<file path="src/rtl/core/hrhp_pkg.sv">
`timescale 1ns / 1ps
package hrhp_pkg;

   typedef enum logic [2:0] {
      PH_METHOD  = 3'd0,
      PH_TARGET  = 3'd1,
      PH_VERSION = 3'd2,
      PH_HEADERS = 3'd3,
      PH_BODY    = 3'd4,
      PH_DONE    = 3'd5
   } parse_phase_type;

   typedef enum logic [2:0] {
      LP_LEAD  = 3'd0,
      LP_NAME  = 3'd1,
      LP_SEEK  = 3'd2,
      LP_GAP   = 3'd3,
      LP_VALUE = 3'd4
   } line_phase_type;

   localparam logic [2:0] TK_METHOD  = 3'd0;
   localparam logic [2:0] TK_TARGET  = 3'd1;
   localparam logic [2:0] TK_VERSION = 3'd2;
   localparam logic [2:0] TK_NAME    = 3'd3;
   localparam logic [2:0] TK_VALUE   = 3'd4;
   localparam logic [2:0] TK_HEND    = 3'd5;
   localparam logic [2:0] TK_BODY    = 3'd6;
   localparam logic [2:0] TK_DONE    = 3'd7;

   localparam logic [3:0] NAME_LEN   = 4'd14;
   localparam logic [3:0] NUM_STOP   = 4'd15;
   localparam logic [31:0] LEN_SAT   = 32'h7FFF_FFFF;
   localparam logic [31:0] NO_LENGTH = 32'hFFFF_FFFF;

   localparam logic [7:0] CH_SP    = 8'h20;
   localparam logic [7:0] CH_TAB   = 8'h09;
   localparam logic [7:0] CH_CR    = 8'h0D;
   localparam logic [7:0] CH_LF    = 8'h0A;
   localparam logic [7:0] CH_COLON = 8'h3A;

   // One token event as it travels from the parser through the queue.
   typedef struct packed {
      logic [2:0]  kind;
      logic [31:0] offset;
      logic [31:0] length;
      logic [31:0] body_len;
      logic        last;
   } event_type;

   function automatic logic [7:0] name_char(input logic [3:0] idx);
      logic [7:0] c;
      unique case (idx)
         4'd0:    c = "c";
         4'd1:    c = "o";
         4'd2:    c = "n";
         4'd3:    c = "t";
         4'd4:    c = "e";
         4'd5:    c = "n";
         4'd6:    c = "t";
         4'd7:    c = "-";
         4'd8:    c = "l";
         4'd9:    c = "e";
         4'd10:   c = "n";
         4'd11:   c = "g";
         4'd12:   c = "t";
         4'd13:   c = "h";
         default: c = 8'h00;
      endcase
      return c;
   endfunction

endpackage

</file>
<file path="src/rtl/core/hrhp_queue.sv">
`timescale 1ns / 1ps
module hrhp_queue import hrhp_pkg::*; (
   input  logic      clock,
   input  logic      reset,
   input  logic      push,
   input  logic      push_two,
   input  event_type din0,
   input  event_type din1,
   output logic      room2,
   output logic      out_valid,
   output event_type dout,
   input  logic      out_ready
);

   localparam int DEPTH = 4;

   event_type   mem_ff [DEPTH];
   logic [1:0]  wp_ff, wp_in, rp_ff, rp_in;
   logic [2:0]  cnt_ff, cnt_in;
   logic        pop;

   assign out_valid = (cnt_ff != 3'd0);
   assign dout      = mem_ff[rp_ff];
   assign pop       = out_valid && out_ready;
   assign room2     = (cnt_ff <= 3'd2);

   always_comb begin
      wp_in  = wp_ff + (push ? (push_two ? 2'd2 : 2'd1) : 2'd0);
      rp_in  = rp_ff + {1'b0, pop};
      cnt_in = cnt_ff + (push ? (push_two ? 3'd2 : 3'd1) : 3'd0) - {2'b00, pop};
   end

   always_ff @(posedge clock) begin
      if (push) mem_ff[wp_ff] <= din0;
      if (push && push_two) mem_ff[wp_ff + 2'd1] <= din1;
   end

   always_ff @(posedge clock) begin
      if (reset) begin
         wp_ff <= '0; rp_ff <= '0; cnt_ff <= '0;
      end else begin
         wp_ff <= wp_in; rp_ff <= rp_in; cnt_ff <= cnt_in;
      end
   end

endmodule
</file>
<file path="config.mk">
export PLATFORM = sky130hd
export DESIGN_NAME = hrhp_queue
export DESIGN_NICKNAME = d
export VERILOG_FILES = /design/src/rtl/core/hrhp_pkg.sv /design/src/rtl/core/hrhp_queue.sv
export SDC_FILE = /design/constraint.sdc
export NUM_CORES = 1
export LEC_CHECK = 0
export BUFFER_PORTS_ARGS = -buffer_cell sky130_fd_sc_hd__buf_2
export CAP_MARGIN = 20
export CORE_UTILIZATION = 64
export CTS_BUF_LIST = sky130_fd_sc_hd__clkbuf_8
export CTS_CLUSTER_DIAMETER = 50
export CTS_CLUSTER_SIZE = 30
export DETAILED_ROUTE_END_ITERATION = 6
export GPL_TIMING_DRIVEN = 0
export PLACE_DENSITY = 0.89
export RECOVER_POWER = 25
export SYNTH_ARGS = -nofsm -noshare
export SYNTH_HDL_FRONTEND = slang
export SYNTH_SLANG_ARGS = --single-unit
</file>
<file path="constraint.sdc">
create_clock -name clock -period 8.8 [get_ports clock]
set_clock_uncertainty 0.15 [all_clocks]
set_input_delay 0.44 -clock clock [delete_from_list [all_inputs] [get_ports clock]]
set_output_delay 0.44 -clock clock [all_outputs]
set_load 0.02 [all_outputs]
</file>
==> flow_results.xml <==
<?xml version="1.0" encoding="UTF-8"?>
<metrics>
  <group name="timing">
    <metric name="final-hold-violation-count" unit="">0</metric>
    <metric name="setup-tns-final" unit="ns">0</metric>
    <metric name="setup_violations" unit="">0</metric>
    <metric name="clock.fmax" unit="MHz">237.8</metric>
    <metric name="period_minus_slack" unit="ns">4.204</metric>
    <metric name="measured_slew_at_the_worst_slew_check_pin" unit="ns">3.464</metric>
    <metric name="rsz0062_at_grt" unit="">false</metric>
    <metric name="slew_viol_final" unit="">79</metric>
    <metric name="finalCritPeriodShare" unit="">0.4778</metric>
    <metric name="slew_headroom" unit="">-1.311</metric>
  </group>
  <group name="drt">
    <metric name="dr.first_iter.drc_count" unit="">757</metric>
    <metric name="postRouteWirelength" unit="mm">44.33</metric>
    <metric name="routedWlPerCell" unit="um">24.53</metric>
    <metric name="vias" unit="">11003</metric>
    <metric name="drt-pass1-iter-count" unit="">5</metric>
    <metric name="drcViolationCount" unit="">0</metric>
    <metric name="route.detailed.vias_per_inst" unit="">6.089</metric>
    <metric name="drt.antenna.violating_nets" unit="">0</metric>
  </group>
  <group name="hold_path">
    <metric name="hp-class" unit="">in2reg</metric>
    <metric name="min_delay_path_depth" unit="">2</metric>
  </group>
  <group name="logic_synthesis">
    <metric name="synth.lib_cells_used.distinct" unit="">28</metric>
    <metric name="synth.yosys.seq_area_share" unit="">0.6157</metric>
    <metric name="synthesis.instances" unit="">1016</metric>
    <metric name="syn_nets" unit="">1225</metric>
    <metric name="mappedNetlistArea" unit="um^2">19740</metric>
    <metric name="syn-mean-instance-area" unit="um^2">19.43</metric>
    <metric name="synth.yosys.warnings" unit="">0</metric>
    <metric name="synth_seq_cells" unit="">407</metric>
  </group>
  <group name="clock_network">
    <metric name="clock_path_buffers" unit="">3</metric>
    <metric name="insertion_delay" unit="ns">0.55</metric>
    <metric name="post-cts-setup-buffers" unit="">0</metric>
    <metric name="cts_num_sinks" unit="">407</metric>
    <metric name="cts_inserted_buffers" unit="">39</metric>
    <metric name="cts.repair.resized" unit="">0</metric>
    <metric name="holdBufCountCts" unit="">1</metric>
    <metric name="clock_tree_from_tritoncts" unit="">yes</metric>
    <metric name="htreeDepth" unit="">2</metric>
    <metric name="cts.reportedPaths.clkPinSlew" unit="ns">0.10</metric>
    <metric name="clock-root-buffer" unit="">sky130_fd_sc_hd__clkbuf_8</metric>
  </group>
  <group name="setup_path">
    <metric name="worst-r2r-cell-count" unit="">5</metric>
    <metric name="critPathRequiredTime" unit="ns">8.87</metric>
    <metric name="startpoint_type" unit="">register</metric>
    <metric name="crit_type" unit="">reg2reg</metric>
    <metric name="timing.critical_path.arrival" unit="ns">4.28</metric>
    <metric name="crit_path_end_kind" unit="">register</metric>
    <metric name="worst-path-max-fanout" unit="">57</metric>
  </group>
  <group name="finish">
    <metric name="nFillCells" unit="">1752</metric>
    <metric name="area_growth" unit="%">15.56</metric>
    <metric name="design_area" unit="um^2">22810</metric>
    <metric name="post_layout_nonfiller_instances" unit="">1807</metric>
    <metric name="post_route_cells_drive_above_1_share" unit="">0.6529</metric>
    <metric name="layout.cells.most_common_list" unit="">400 x sky130_fd_sc_hd__mux2_2, 400 x sky130_fd_sc_hd__edfxtp_1, 321 x sky130_fd_sc_hd__buf_2, 100 x sky130_fd_sc_hd__mux4_2, 44 x sky130_fd_sc_hd__clkbuf_8</metric>
    <metric name="number_of_nets_in_the_finished_design" unit="">1585</metric>
    <metric name="post_route_utilization" unit="">0.7614</metric>
  </group>
  <group name="floorplanning">
    <metric name="die_h" unit="um">177.6</metric>
    <metric name="coreArea" unit="um^2">29950</metric>
    <metric name="pin_count" unit="">307</metric>
    <metric name="design.die.area" unit="um^2">31550</metric>
    <metric name="placementRows" unit="">63</metric>
    <metric name="die_width" unit="um">177.6</metric>
    <metric name="start_util" unit="">0.6589</metric>
  </group>
  <group name="place">
    <metric name="place.detailed.hpwl" unit="mm">28.76</metric>
    <metric name="place_area" unit="um^2">22040</metric>
    <metric name="buffer_ports.inserted" unit="">306</metric>
    <metric name="place.detailed.instances" unit="">1724</metric>
    <metric name="gpl.final_weighted_congestion" unit="">0.8109</metric>
  </group>
  <group name="pwr">
    <metric name="p_int" unit="W">0.003580</metric>
    <metric name="power_frac_clock" unit="">0.263</metric>
    <metric name="combinationalPowerShare" unit="">0.283</metric>
    <metric name="power.static_leakage" unit="nW">8.042</metric>
    <metric name="seq_power_share" unit="">0.455</metric>
    <metric name="worst_ir_drop_vdd" unit="mV">0.2059</metric>
    <metric name="cellPowerDensity" unit="nW/um^2">224.4</metric>
    <metric name="swShare" unit="">0.3005</metric>
    <metric name="p_switching" unit="W">0.001538</metric>
  </group>
  <group name="global_routing">
    <metric name="grt_antenna_before_repair" unit="">13</metric>
    <metric name="grt_pass1_wl" unit="mm">66.18</metric>
    <metric name="groute.usage.overall" unit="">0.2833</metric>
    <metric name="vias_in_the_first_global_route" unit="">11647</metric>
    <metric name="grt_start_max_net_pins" unit="">58</metric>
    <metric name="grt_overflow_total" unit="">0</metric>
  </group>
  <group name="status">
    <metric name="violated_checks" unit="">capacitance limit, slew limit</metric>
    <metric name="status" unit="">finished with violations</metric>
  </group>
  <group name="flow_run">
    <metric name="maxCapViolCount" unit="">3</metric>
  </group>
</metrics>
[area by class of cell]
class | instances | area [um^2] | area share
sequential | 407 | 12150 | 0.5328
timing repair buffer | 319 | 1779 | 0.07801
clock buffer | 41 | 564.3 | 0.02474
antenna | 11 | 27.53 | 0.001207
multi-input combinational | 539 | 7024 | 0.3080
inverter | 3 | 11.26 | 0.0004937
tap | 390 | 488.0 | 0.02139
buffer | 67 | 399.1 | 0.01750
clock inverter | 30 | 362.8 | 0.01591
[cell families (layout without fill, tap and decap cells)]
| group | count (synthesis) | after routing | share of synthesized area |
|---|---|---|---|
| AO/OA/AOI/OAI | 6 | 6 | 0.001839 |
| XOR/XNOR | 7 | 7 | 0.003106 |
| adder cells (fa/ha/maj) | 4 | 4 | 0.002916 |
| buffers and inverters | 70 | 460 | 0.02846 |
| flip-flops | 407 | 407 | 0.6157 |
| multiplexers | 500 | 500 | 0.3423 |
| other | 0 | 11 | 0 |
| AND/OR/NAND/NOR | 22 | 22 | 0.005705 |
[per-layer routing]
metal | vias to the layer above | track usage | wire [um]
met3 | 78 | 0.07048 | 3473
met2 | 416 | 0.4725 | 22460
li1 | 4913 | - | -
met5 | - | 0 | 34
met1 | 5590 | 0.3657 | 17100
met4 | 6 | 0.09259 | 1263
[cells in the mapped netlist]
| master | number | area, um^2 |
|---|---|---|
| sky130_fd_sc_hd__a21oi_1 | 2 | 10.01 |
| sky130_fd_sc_hd__and2_1 | 1 | 6.260 |
| sky130_fd_sc_hd__and2b_1 | 2 | 15.01 |
| sky130_fd_sc_hd__buf_1 | 7 | 26.28 |
| sky130_fd_sc_hd__buf_2 | 17 | 85.08 |
| sky130_fd_sc_hd__buf_4 | 10 | 75.07 |
| sky130_fd_sc_hd__buf_6 | 24 | 270.3 |
| sky130_fd_sc_hd__clkbuf_1 | 3 | 11.26 |
| sky130_fd_sc_hd__clkbuf_8 | 6 | 82.58 |
| sky130_fd_sc_hd__dfxtp_1 | 7 | 140.1 |
| sky130_fd_sc_hd__edfxtp_1 | 400 | 12010 |
| sky130_fd_sc_hd__fa_1 | 1 | 20.02 |
| sky130_fd_sc_hd__ha_1 | 3 | 37.54 |
| sky130_fd_sc_hd__inv_1 | 3 | 11.26 |
| sky130_fd_sc_hd__mux2_2 | 400 | 4504 |
| sky130_fd_sc_hd__mux4_2 | 100 | 2252 |
| sky130_fd_sc_hd__nand2_1 | 1 | 3.750 |
| sky130_fd_sc_hd__nand3_1 | 3 | 15.01 |
| sky130_fd_sc_hd__nand4_1 | 1 | 6.260 |
| sky130_fd_sc_hd__nor2_1 | 8 | 30.03 |
| sky130_fd_sc_hd__nor2b_1 | 4 | 25.02 |
| sky130_fd_sc_hd__nor3_1 | 1 | 5.000 |
| sky130_fd_sc_hd__o21ai_0 | 2 | 10.01 |
| sky130_fd_sc_hd__o311ai_0 | 1 | 8.760 |
| sky130_fd_sc_hd__o31ai_1 | 1 | 7.510 |
| sky130_fd_sc_hd__or3_1 | 1 | 6.260 |
| sky130_fd_sc_hd__xnor2_1 | 5 | 43.79 |
| sky130_fd_sc_hd__xor2_1 | 2 | 17.52 |
[final timing paths]
kind / start / end / slack, ns
hold reg to reg: cnt_ff[2] / cnt_ff[2] / 0.43
hold / removal: din0[84] / mem_ff[2][84] / 0.06
setup / recovery: wp_ff[1] / mem_ff[0][51] / 4.60
setup reg to reg: wp_ff[1] / mem_ff[0][51] / 4.60
[worst max-delay path, stage by stage (launching register included)]
cell and delay [ns]:
sky130_fd_sc_hd__dfxtp_1 0.32, sky130_fd_sc_hd__clkbuf_1 0.31, sky130_fd_sc_hd__nand3_1 0.11, sky130_fd_sc_hd__o21ai_0 0.09, sky130_fd_sc_hd__and2_0 2.50, sky130_fd_sc_hd__buf_16 0.33
[registers in the layout, summed over array words and instances, names as in the netlist]
signal and flops:
wp_ff 2, mem_ff 400, rp_ff 2, cnt_ff 3
[power groups by stage]
stage                     Combinational, W  Clock (W)  Sequential [W]
after floorplan                   0.000996          0         0.00237
after global placement             0.00142          0         0.00239
after detailed placement           0.00146          0         0.00237
after CTS                          0.00147    0.00136         0.00233
after global routing               0.00154    0.00143         0.00234
final                              0.00145    0.00134         0.00233
[through the flow]
step	total power (W)	hold slack (ns)	setup WS, ns
4_1_cts	0.005160	0.02539	5.661
2_1_floorplan	0.003368	0.3567	3.001
5_1_grt	0.005307	0.03274	4.222
3_3_place_gp	0.003814	0.4080	-0.6375
3_5_place_dp	0.003830	0.4177	6.230
6_report	0.005118	0.06018	4.596
(Power assumes the default switching activity.)
